===== config.mk =====
export PLATFORM = sky130hd
export DESIGN_NAME = reed_flow_waveshaper
export DESIGN_NICKNAME = d
export VERILOG_FILES = /design/src/rtl/rfw_pkg.sv /design/src/rtl/reed_flow_waveshaper.sv /design/src/rtl/rfw_isqrt.sv
export SDC_FILE = /design/constraint.sdc
export NUM_CORES = 2
export LEC_CHECK = 0
export BUFFER_PORTS_ARGS = -buffer_cell sky130_fd_sc_hd__buf_2
export CAP_MARGIN = 15
export CORE_AREA = 2 2 468 470
export DETAILED_ROUTE_END_ITERATION = 8
export DIE_AREA = 0 0 470 472
export PLACE_DENSITY_LB_ADDON = 0.2
export SLEW_MARGIN = 20
export SYNTH_ARGS = -nofsm -noshare
export SYNTH_HDL_FRONTEND = slang
export SYNTH_SLANG_ARGS = --single-unit

===== constraint.sdc =====
create_clock -name clk -period 9.4 [get_ports clk]
set_input_delay 0.47 -clock clk [delete_from_list [all_inputs] [get_ports clk]]
set_output_delay 0.47 -clock clk [all_outputs]
set_load 0.1 [all_outputs]

===== src/rtl/rfw_pkg.sv =====
// ----------------------------------------------------------------------------
// rfw_pkg
// Shared constants for the reed flow waveshaper: fixed-point scales,
// filter and area coefficients, and the step counts of the iterative units.
// ----------------------------------------------------------------------------
`default_nettype none

package rfw_pkg;

    // Q4.20 and Q2.30 unity
    localparam logic [31:0] Q20_ONE   = 32'd1048576;
    localparam logic [31:0] Q30_ONE   = 32'd1073741824;

    // smoother and area coefficients in Q4.20
    localparam logic [31:0] K_SMOOTH  = 32'd996147;
    localparam logic [31:0] K_FEED    = 32'd52429;
    localparam logic [31:0] K_OPEN    = 32'd734003;

    // ceil(2^21 / 3), exact floor division by 3 below 2^21
    localparam logic [31:0] RECIP3    = 32'd699051;
    localparam int          RECIP3_SH = 21;

    // 2|x| clamp, 16.0 in Q4.20
    localparam logic [24:0] Y_CLAMP   = 25'd16777216;

    // register index decoded from paddr[2]
    localparam logic        REG_INTENSITY = 1'b0;

    // integer square root of area * 2^20
    localparam int          ISQ_RAD_W  = 44;
    localparam int          ISQ_ROOT_W = 22;
    localparam int          ISQ_STEPS  = 22;

    localparam int          SQ_STEPS   = 8;
    localparam int          DIV_STEPS  = 16;

endpackage

`default_nettype wire


===== src/rtl/reed_flow_waveshaper.sv =====
// ----------------------------------------------------------------------------
// reed_flow_waveshaper
// Reed flow model: smoothed reed opening, flow through the open area and a
// tanh output shaper, all run on one shared 32x32 multiplier.
// ----------------------------------------------------------------------------
//  channel   signals                                   width  dir
//  config    psel penable pwrite paddr pwdata prdata    32     in/out
//  input     in_valid in_ready pressure_in              16     in
//  output    out_valid out_ready shaped_out             16     out
//
//  a closed reed skips the 22-step square root, the 8 squarings and the
//  16-step divide and goes from the area check straight to the output
//  in_ready is high only in idle; one item is worked on at a time
//  a finished result waits in the output register while the next item runs
//  reset clears the reed opening and loads intensity with 0.5
// ----------------------------------------------------------------------------
`default_nettype none

module reed_flow_waveshaper (
    input  logic               clk,
    input  logic               rst_n,
    input  logic               psel,
    input  logic               penable,
    input  logic               pwrite,
    input  logic [2:0]         paddr,
    input  logic [31:0]        pwdata,
    output logic [31:0]        prdata,
    output logic               pready,
    input  logic               in_valid,
    output logic               in_ready,
    input  logic signed [15:0] pressure_in,
    output logic               out_valid,
    input  logic               out_ready,
    output logic signed [15:0] shaped_out
);

    typedef enum logic [4:0] {
        ST_IDLE, ST_M_SMOOTH, ST_M_FEED, ST_M_OPEN, ST_OPEN, ST_AREA, ST_SQRT,
        ST_M_FLOW, ST_FLOW, ST_M_X, ST_X, ST_U, ST_M_U2, ST_U2, ST_M_U3, ST_U3,
        ST_M_U4, ST_U4, ST_D6, ST_E, ST_M_SQ, ST_SQ, ST_DIV_INIT, ST_DIV, ST_OUT
    } state_t;

    function automatic logic signed [63:0] rnd20(input logic signed [63:0] v);
        logic signed [63:0] adj;
        // round half away from zero
        adj = v[63] ? 64'sd524287 : 64'sd524288;
        return (v + adj) >>> 20;
    endfunction

    state_t                 state_reg,    state_next;
    logic [15:0]            intensity_reg, intensity_next;
    logic signed [23:0]     opening_reg,  opening_next;
    logic                   out_valid_reg, out_valid_next;
    logic [3:0]             cnt_reg,      cnt_next;

    logic signed [15:0]     shaped_reg,   shaped_next;
    logic signed [19:0]     pres_reg,     pres_next;
    logic signed [63:0]     prod_reg;
    logic signed [45:0]     acc_reg,      acc_next;
    logic [20:0]            kopen_reg,    kopen_next;
    logic signed [22:0]     flow_reg,     flow_next;
    logic signed [23:0]     x_reg,        x_next;
    logic                   neg_reg,      neg_next;
    logic [26:0]            u_reg,        u_next;
    logic [22:0]            u2_reg,       u2_next;
    logic [18:0]            u3_reg,       u3_next;
    logic [14:0]            u4_reg,       u4_next;
    logic [17:0]            d6_reg,       d6_next;
    logic [30:0]            e_reg,        e_next;
    logic [47:0]            rem_reg,      rem_next;
    logic [47:0]            dsh_reg,      dsh_next;
    logic [15:0]            q_reg,        q_next;

    logic signed [31:0]     mul_a;
    logic signed [31:0]     mul_b;
    logic signed [63:0]     mul_p;

    logic [20:0]            inten_w;
    logic [21:0]            opi_w;
    logic signed [63:0]     acc_rnd;
    logic signed [63:0]     prod_rnd20;
    logic signed [63:0]     prod_rnd30;
    logic signed [25:0]     area_w;
    logic [23:0]            ax_w;
    logic [24:0]            y_w;
    logic [30:0]            ec_w;
    logic [30:0]            num_w;
    logic [31:0]            den_w;

    logic                                  sq_start;
    logic                                  sq_done;
    logic [rfw_pkg::ISQ_ROOT_W-1:0]        sq_root;
    logic                                  cfg_wr;

    rfw_isqrt u_isqrt (
        .clk      (clk),
        .rst_n    (rst_n),
        .start    (sq_start),
        .radicand ({area_w[23:0], 20'd0}),
        .done     (sq_done),
        .root     (sq_root)
    );

    assign mul_p      = mul_a * mul_b;
    assign inten_w    = {intensity_reg, 5'd0};
    assign opi_w      = 22'(rfw_pkg::Q20_ONE) + 22'(inten_w);
    assign acc_rnd    = rnd20(64'(acc_reg));
    assign prod_rnd20 = rnd20(prod_reg);
    assign prod_rnd30 = (prod_reg + 64'sd536870912) >>> 30;
    assign area_w     = $signed(26'(rfw_pkg::Q20_ONE) + {{2{opening_reg[23]}}, opening_reg}
                                - {5'd0, kopen_reg});
    assign ax_w       = x_reg[23] ? 24'(-x_reg) : 24'(x_reg);
    assign y_w        = ({ax_w, 1'b0} > rfw_pkg::Y_CLAMP) ? rfw_pkg::Y_CLAMP : {ax_w, 1'b0};
    assign ec_w       = (32'(e_reg) > rfw_pkg::Q30_ONE) ? 31'(rfw_pkg::Q30_ONE) : e_reg;
    assign num_w      = 31'(rfw_pkg::Q30_ONE - 32'(ec_w));
    assign den_w      = rfw_pkg::Q30_ONE + 32'(ec_w);

    assign cfg_wr   = psel && penable && pwrite && (paddr[2] == rfw_pkg::REG_INTENSITY);
    assign pready   = 1'b1;
    assign prdata   = (paddr[2] == rfw_pkg::REG_INTENSITY) ? {16'd0, intensity_reg} : 32'd0;
    assign sq_start = (state_reg == ST_AREA) && (area_w > 26'sd0);

    assign in_ready   = (state_reg == ST_IDLE);
    assign out_valid  = out_valid_reg;
    assign shaped_out = shaped_reg;

    always_comb
    begin
        state_next     = state_reg;
        intensity_next = cfg_wr ? pwdata[15:0] : intensity_reg;
        opening_next   = opening_reg;
        out_valid_next = out_valid_reg && !out_ready;
        cnt_next       = cnt_reg;
        shaped_next    = shaped_reg;
        pres_next      = pres_reg;
        acc_next       = acc_reg;
        kopen_next     = kopen_reg;
        flow_next      = flow_reg;
        x_next         = x_reg;
        neg_next       = neg_reg;
        u_next         = u_reg;
        u2_next        = u2_reg;
        u3_next        = u3_reg;
        u4_next        = u4_reg;
        d6_next        = d6_reg;
        e_next         = e_reg;
        rem_next       = rem_reg;
        dsh_next       = dsh_reg;
        q_next         = q_reg;
        mul_a          = '0;
        mul_b          = '0;

        unique case (state_reg)
            ST_IDLE:
            begin
                if (in_valid)
                begin
                    pres_next  = {pressure_in, 4'd0};
                    state_next = ST_M_SMOOTH;
                end
            end
            ST_M_SMOOTH:
            begin
                mul_a      = 32'(opening_reg);
                mul_b      = rfw_pkg::K_SMOOTH;
                state_next = ST_M_FEED;
            end
            ST_M_FEED:
            begin
                mul_a      = 32'(pres_reg);
                mul_b      = rfw_pkg::K_FEED;
                acc_next   = prod_reg[45:0];
                state_next = ST_M_OPEN;
            end
            ST_M_OPEN:
            begin
                mul_a      = 32'(inten_w);
                mul_b      = rfw_pkg::K_OPEN;
                acc_next   = acc_reg + prod_reg[45:0];
                state_next = ST_OPEN;
            end
            ST_OPEN:
            begin
                if (acc_rnd > 64'sd8388607)
                    opening_next = 24'sh7FFFFF;
                else if (acc_rnd < -64'sd8388608)
                    opening_next = 24'sh800000;
                else
                    opening_next = acc_rnd[23:0];
                kopen_next = prod_rnd20[20:0];
                state_next = ST_AREA;
            end
            ST_AREA:
            begin
                if (area_w > 26'sd0)
                    state_next = ST_SQRT;
                else
                begin
                    // closed reed: flow is zero, so is the output
                    q_next     = '0;
                    neg_next   = 1'b0;
                    state_next = ST_OUT;
                end
            end
            ST_SQRT:
            begin
                if (sq_done)
                    state_next = ST_M_FLOW;
            end
            ST_M_FLOW:
            begin
                mul_a      = 32'(pres_reg);
                mul_b      = 32'(sq_root);
                state_next = ST_FLOW;
            end
            ST_FLOW:
            begin
                flow_next  = prod_rnd20[22:0];
                state_next = ST_M_X;
            end
            ST_M_X:
            begin
                mul_a      = 32'(flow_reg);
                mul_b      = 32'(opi_w);
                state_next = ST_X;
            end
            ST_X:
            begin
                x_next     = prod_rnd20[23:0];
                state_next = ST_U;
            end
            ST_U:
            begin
                neg_next   = x_reg[23];
                // 2|x| / 256 in Q2.30
                u_next     = {y_w, 2'b00};
                state_next = ST_M_U2;
            end
            ST_M_U2:
            begin
                mul_a      = 32'(u_reg);
                mul_b      = 32'(u_reg);
                state_next = ST_U2;
            end
            ST_U2:
            begin
                u2_next    = prod_rnd30[22:0];
                state_next = ST_M_U3;
            end
            ST_M_U3:
            begin
                mul_a      = 32'(u2_reg);
                mul_b      = 32'(u_reg);
                state_next = ST_U3;
            end
            ST_U3:
            begin
                u3_next    = prod_rnd30[18:0];
                state_next = ST_M_U4;
            end
            ST_M_U4:
            begin
                mul_a      = 32'(u3_reg);
                mul_b      = 32'(u_reg);
                state_next = ST_U4;
            end
            ST_U4:
            begin
                u4_next    = prod_rnd30[14:0];
                // u3/6 as (u3/2)/3
                mul_a      = 32'(u3_reg[18:1]);
                mul_b      = rfw_pkg::RECIP3;
                state_next = ST_D6;
            end
            ST_D6:
            begin
                d6_next    = prod_reg[rfw_pkg::RECIP3_SH+17:rfw_pkg::RECIP3_SH];
                // u4/24 as (u4/8)/3
                mul_a      = 32'(u4_reg[14:3]);
                mul_b      = rfw_pkg::RECIP3;
                state_next = ST_E;
            end
            ST_E:
            begin
                e_next     = 31'(rfw_pkg::Q30_ONE + 32'(u2_reg[22:1])
                                 + 32'(prod_reg[rfw_pkg::RECIP3_SH+10:rfw_pkg::RECIP3_SH])
                                 - 32'(u_reg) - 32'(d6_reg));
                cnt_next   = '0;
                state_next = ST_M_SQ;
            end
            ST_M_SQ:
            begin
                mul_a      = 32'(e_reg);
                mul_b      = 32'(e_reg);
                state_next = ST_SQ;
            end
            ST_SQ:
            begin
                e_next   = prod_rnd30[30:0];
                cnt_next = cnt_reg + 4'd1;
                if (cnt_reg == 4'(rfw_pkg::SQ_STEPS - 1))
                    state_next = ST_DIV_INIT;
                else
                    state_next = ST_M_SQ;
            end
            ST_DIV_INIT:
            begin
                // (num * 2^16 + den) / (2 * den), divisor pre-shifted
                rem_next   = 48'({num_w, 16'd0}) + 48'(den_w);
                dsh_next   = 48'({den_w, 16'd0});
                q_next     = '0;
                cnt_next   = '0;
                state_next = ST_DIV;
            end
            ST_DIV:
            begin
                if (rem_reg >= dsh_reg)
                begin
                    rem_next = rem_reg - dsh_reg;
                    q_next   = {q_reg[14:0], 1'b1};
                end
                else
                    q_next   = {q_reg[14:0], 1'b0};
                dsh_next = dsh_reg >> 1;
                cnt_next = cnt_reg + 4'd1;
                if (cnt_reg == 4'(rfw_pkg::DIV_STEPS - 1))
                    state_next = ST_OUT;
            end
            ST_OUT:
            begin
                if (!out_valid_reg || out_ready)
                begin
                    out_valid_next = 1'b1;
                    if (neg_reg)
                        shaped_next = $signed(16'(17'd0 - {1'b0, q_reg}));
                    else if (q_reg > 16'd32767)
                        shaped_next = 16'sh7FFF;
                    else
                        shaped_next = $signed(q_reg);
                    state_next = ST_IDLE;
                end
            end
            default:
            begin
                state_next = ST_IDLE;
            end
        endcase
    end

    always_ff @(posedge clk or negedge rst_n)
    begin
        if (!rst_n)
        begin
            state_reg     <= ST_IDLE;
            intensity_reg <= 16'd16384;
            opening_reg   <= '0;
            out_valid_reg <= 1'b0;
            shaped_reg    <= '0;
            cnt_reg       <= '0;
        end
        else
        begin
            state_reg     <= state_next;
            intensity_reg <= intensity_next;
            opening_reg   <= opening_next;
            out_valid_reg <= out_valid_next;
            shaped_reg    <= shaped_next;
            cnt_reg       <= cnt_next;
        end
    end

    always_ff @(posedge clk)
    begin
        prod_reg   <= mul_p;
        pres_reg   <= pres_next;
        acc_reg    <= acc_next;
        kopen_reg  <= kopen_next;
        flow_reg   <= flow_next;
        x_reg      <= x_next;
        neg_reg    <= neg_next;
        u_reg      <= u_next;
        u2_reg     <= u2_next;
        u3_reg     <= u3_next;
        u4_reg     <= u4_next;
        d6_reg     <= d6_next;
        e_reg      <= e_next;
        rem_reg    <= rem_next;
        dsh_reg    <= dsh_next;
        q_reg      <= q_next;
    end

endmodule

`default_nettype wire


===== src/rtl/rfw_isqrt.sv =====
// ----------------------------------------------------------------------------
// rfw_isqrt
// Digit-by-digit floor integer square root, two radicand bits per cycle.
// ----------------------------------------------------------------------------
`default_nettype none

module rfw_isqrt (
    input  logic                              clk,
    input  logic                              rst_n,
    input  logic                              start,
    input  logic [rfw_pkg::ISQ_RAD_W-1:0]     radicand,
    output logic                              done,
    output logic [rfw_pkg::ISQ_ROOT_W-1:0]    root
);

    logic                               busy_reg,  busy_next;
    logic                               done_reg,  done_next;
    logic [4:0]                         cnt_reg,   cnt_next;
    logic [rfw_pkg::ISQ_RAD_W-1:0]      v_reg,     v_next;
    logic [rfw_pkg::ISQ_ROOT_W+1:0]     rem_reg,   rem_next;
    logic [rfw_pkg::ISQ_ROOT_W-1:0]     root_reg,  root_next;

    logic [rfw_pkg::ISQ_ROOT_W+3:0]     rem_sh;
    logic [rfw_pkg::ISQ_ROOT_W+3:0]     trial;
    logic                               ge;

    assign rem_sh = {rem_reg, v_reg[rfw_pkg::ISQ_RAD_W-1:rfw_pkg::ISQ_RAD_W-2]};
    assign trial  = {2'b00, root_reg, 2'b01};
    assign ge     = (rem_sh >= trial);

    always_comb
    begin
        busy_next = busy_reg;
        done_next = 1'b0;
        cnt_next  = cnt_reg;
        v_next    = v_reg;
        rem_next  = rem_reg;
        root_next = root_reg;
        if (start)
        begin
            busy_next = 1'b1;
            cnt_next  = '0;
            v_next    = radicand;
            rem_next  = '0;
            root_next = '0;
        end
        else if (busy_reg)
        begin
            // remainder stays below 2*root+1, so the truncation is safe
            rem_next  = ge ? (rfw_pkg::ISQ_ROOT_W+2)'(rem_sh - trial)
                           : (rfw_pkg::ISQ_ROOT_W+2)'(rem_sh);
            root_next = {root_reg[rfw_pkg::ISQ_ROOT_W-2:0], ge};
            v_next    = {v_reg[rfw_pkg::ISQ_RAD_W-3:0], 2'b00};
            cnt_next  = cnt_reg + 5'd1;
            if (cnt_reg == 5'(rfw_pkg::ISQ_STEPS - 1))
            begin
                busy_next = 1'b0;
                done_next = 1'b1;
            end
        end
    end

    always_ff @(posedge clk or negedge rst_n)
    begin
        if (!rst_n)
        begin
            busy_reg <= 1'b0;
            done_reg <= 1'b0;
            cnt_reg  <= '0;
        end
        else
        begin
            busy_reg <= busy_next;
            done_reg <= done_next;
            cnt_reg  <= cnt_next;
        end
    end

    always_ff @(posedge clk)
    begin
        v_reg    <= v_next;
        rem_reg  <= rem_next;
        root_reg <= root_next;
    end

    assign done = done_reg;
    assign root = root_reg;

endmodule

`default_nettype wire

==> out/qor.txt <==
Crit-path slowest cell: fa_2
Reg2reg setup slack: 0.21 ns
WHS Endpoint: intensity_reg[1]$_DFFE_PN0P_
Top cells by count, synth: 1254 x inv_1, 1079 x fa_1, 904 x nor2_1, 755 x nand2_1, 462 x ha_1
Fin Hold WS: 0.0379 ns
Netlist Area Pre-Place: 0.0713 sq mm
Max Transition Viols Final: 0
Avg Cell Area, Syn: 9.30 sq um
Status: finished clean
CTS tree: built
Worst-path clk slew: 0.06 ns
Share of layout cells above drive strength 1: 0.148
CTS buffer count: 74
Worst skew pair latency: 0.71 ns
Largest area contributor in the netlist: fa_1
Placeable Area: 0.217 sq mm
First-pass GRT wire length: 387 mm
Port buffer count: 73
Layout Area Growth over Synthesis: 19.0%
H-Tree Depth: 3
Top-count cell post-synth: inv_1
Startpoint Class: flip-flop
Num Clock Sinks: 575
Starting Density: 0.329
Multi-input gate area: 0.0507 sq mm
Setup violators final: 0
Top-area cell type share of the netlist area: 0.303
Synth cell types: 92
CP max stage delay: 0.64 ns
Post-synth top flop: edfxtp_1
Drt pass-1 iters: 6
Period utilization: 0.977
Die width: 470 um
Vias per inst: 5.14
Longest Clk Path Bufs: 3
Layout fillers: 21.7k
Iter 0 DRT Violations: 4535
Hold path depth: 2
Overflow after GRT: 0
Ranking of synthesized cells by area: fa_1 30%, edfxtp_1 17%, ha_1 8.1%
Initial antenna violation count: 5
Largest net degree at the start of global routing: 90
Top cell by count, worst path: fa_1
Max Clk Rate: 109 MHz
Post-synthesis sequential area ratio: 0.222
Vias in the first global route: 58.9k
Least-Margin Pin Slew: 1.08 ns
Asr flop ratio synth: 0.127
Rows: 171
Crit. End Element: flip-flop
Hold Fails Final Rpt: 0
FF-to-FF End: prod_reg[55]$_DFF_P_
GPL Wtd Cong: 0.952
Slew HR: 0.278
RSZ-0062 raised after global routing: yes
Ys Warns: 0
Post-synthesis cell count: 7669
DIE AREA: 0.222 sq mm
Die H: 472 um
Hold_sp: pwdata[1]
Worst path required time: 9.97 ns
Crit path DAT: 9.75 ns
Layout Nets: 9879
Final WL: 263 mm
Hpwl dp: 215 mm
Avg WL per Cell: 23.5 um
Max reg flops: 62
Synth Register Bits: 575
CTS Root Cell: clkbuf_16
R2R cell count: 35
Sequential Area: 0.0158 sq mm
All-Layer GR Usage: 0.234
Post-synth EDFFs: 394
Origin of the critical flop-to-flop path: state_reg[0]$_DFFE_PN0P_
Tmin final: 9.19 ns
Worst min path class: input pin to flip-flop
Crit path kind: flip-flop to flip-flop
Via Count: 57.6k
CP max FO: 11
Max Clock Skew: 0.0757 ns
# DRC: 0
Max Cap Viol: 0
I/O Pins: 109
Routed Antenna Nets: 0
layer usage:
metal	vias up	routed length [um]	track usage
met3	397	19400	0.0422
met5	-	10	0
li1	26100	-	-
met4	2	10100	0.0775
met2	2024	117000	0.368
met1	29100	116000	0.325
cell type report:
| class | count | area share |
|---|---|---|
| Inverter | 1255 | 0.0556 |
| Antenna cell | 1 | 0.0000295 |
| Timing Repair Buffer | 850 | 0.0885 |
| Tap cell | 2854 | 0.0421 |
| Clock inverter | 34 | 0.00585 |
| Multi-Input combinational cell | 5524 | 0.597 |
| Sequential cell | 575 | 0.187 |
| Clock buffer | 104 | 0.0244 |
how the worst max path moves through the flow:
stage	end	from	slack, ns
3_5_place_dp	prod_reg[59]$_DFF_P_	state_reg[4]$_DFFE_PN0P_	-0.48
4_1_cts	prod_reg[55]$_DFF_P_	state_reg[0]$_DFFE_PN0P_	0.003
6_report	prod_reg[55]$_DFF_P_	state_reg[0]$_DFFE_PN0P_	0.21
3_3_place_gp	prod_reg[59]$_DFF_P_	state_reg[4]$_DFFE_PN0P_	-0.49
5_1_grt	prod_reg[56]$_DFF_P_	state_reg[0]$_DFFE_PN0P_	-0.05
2_1_floorplan	prod_reg[55]$_DFF_P_	state_reg[4]$_DFFE_PN0P_	0.01
worst max-delay path, delay by kind of cell, from the launching register on:
family / cells / cell delay, ns
compound gates: 8 / 1.26
xor+xnor: 1 / 0.12
fa+ha+maj: 9 / 4.56
buf+inv: 7 / 1.04
flops: 1 / 0.44
simple gates: 10 / 1.59
stage by stage:
stage	std cells	util	setup slack [ns]	TNS [ns]	instance area, sq um
finish	11200	0.392	0.213	0	84800
CTS	11200	0.386	0.00296	0	83700
detailed placement	11000	0.372	-0.477	-3.17	80600
global placement	11000	0.372	-0.494	-3.00	80600
floorplan	7702	-	0.0126	0	71500
global route	11200	0.392	-0.0475	-0.127	84800
logic make-up (layout without fill, tap and decap cells):
logic type,Yosys count,count (layout),share of synthesized area
buf+inv,1603,2243,0.0856
flops,575,575,0.222
other cells,2,36,0.000105
compound gates,1205,1205,0.110
xor+xnor,336,336,0.0413
fa+ha+maj,1541,1541,0.384
mux,83,83,0.0125
simple gates,2324,2324,0.145
repair_timing:
action                                 4_1_cts  5_1_grt
setup endpoints to repair                   19       24
hold buffers                                26        0
endpoints found under the hold margin       58        0
buffers inserted                            10       39
resized for setup                           39      169
gates cloned                                 0        4
pin swaps                                    5       72
layout by cell type, fill, tap and decap left out, types with 70 or more instances in the layout:
cell,synthesis,layout
nand2_1,755,741
nor2_1,904,882
clkbuf_16,0,80
a21oi_1,309,285
buf_4,18,633
xnor2_1,198,198
fa_1,1079,1056
inv_1,1254,1246
a21o_1,137,137
nand3_1,96,91
dfxtp_1,108,108
buf_2,11,72
nor3_1,95,83
dfrtp_1,72,70
buf_12,0,83
edfxtp_1,394,394
o21ai_0,272,265
nor2b_1,72,70
ha_1,462,451
xor2_1,138,138
Power is not shown: default switching activity piles up to over one toggle a cycle in this logic, so the estimate is an artifact.
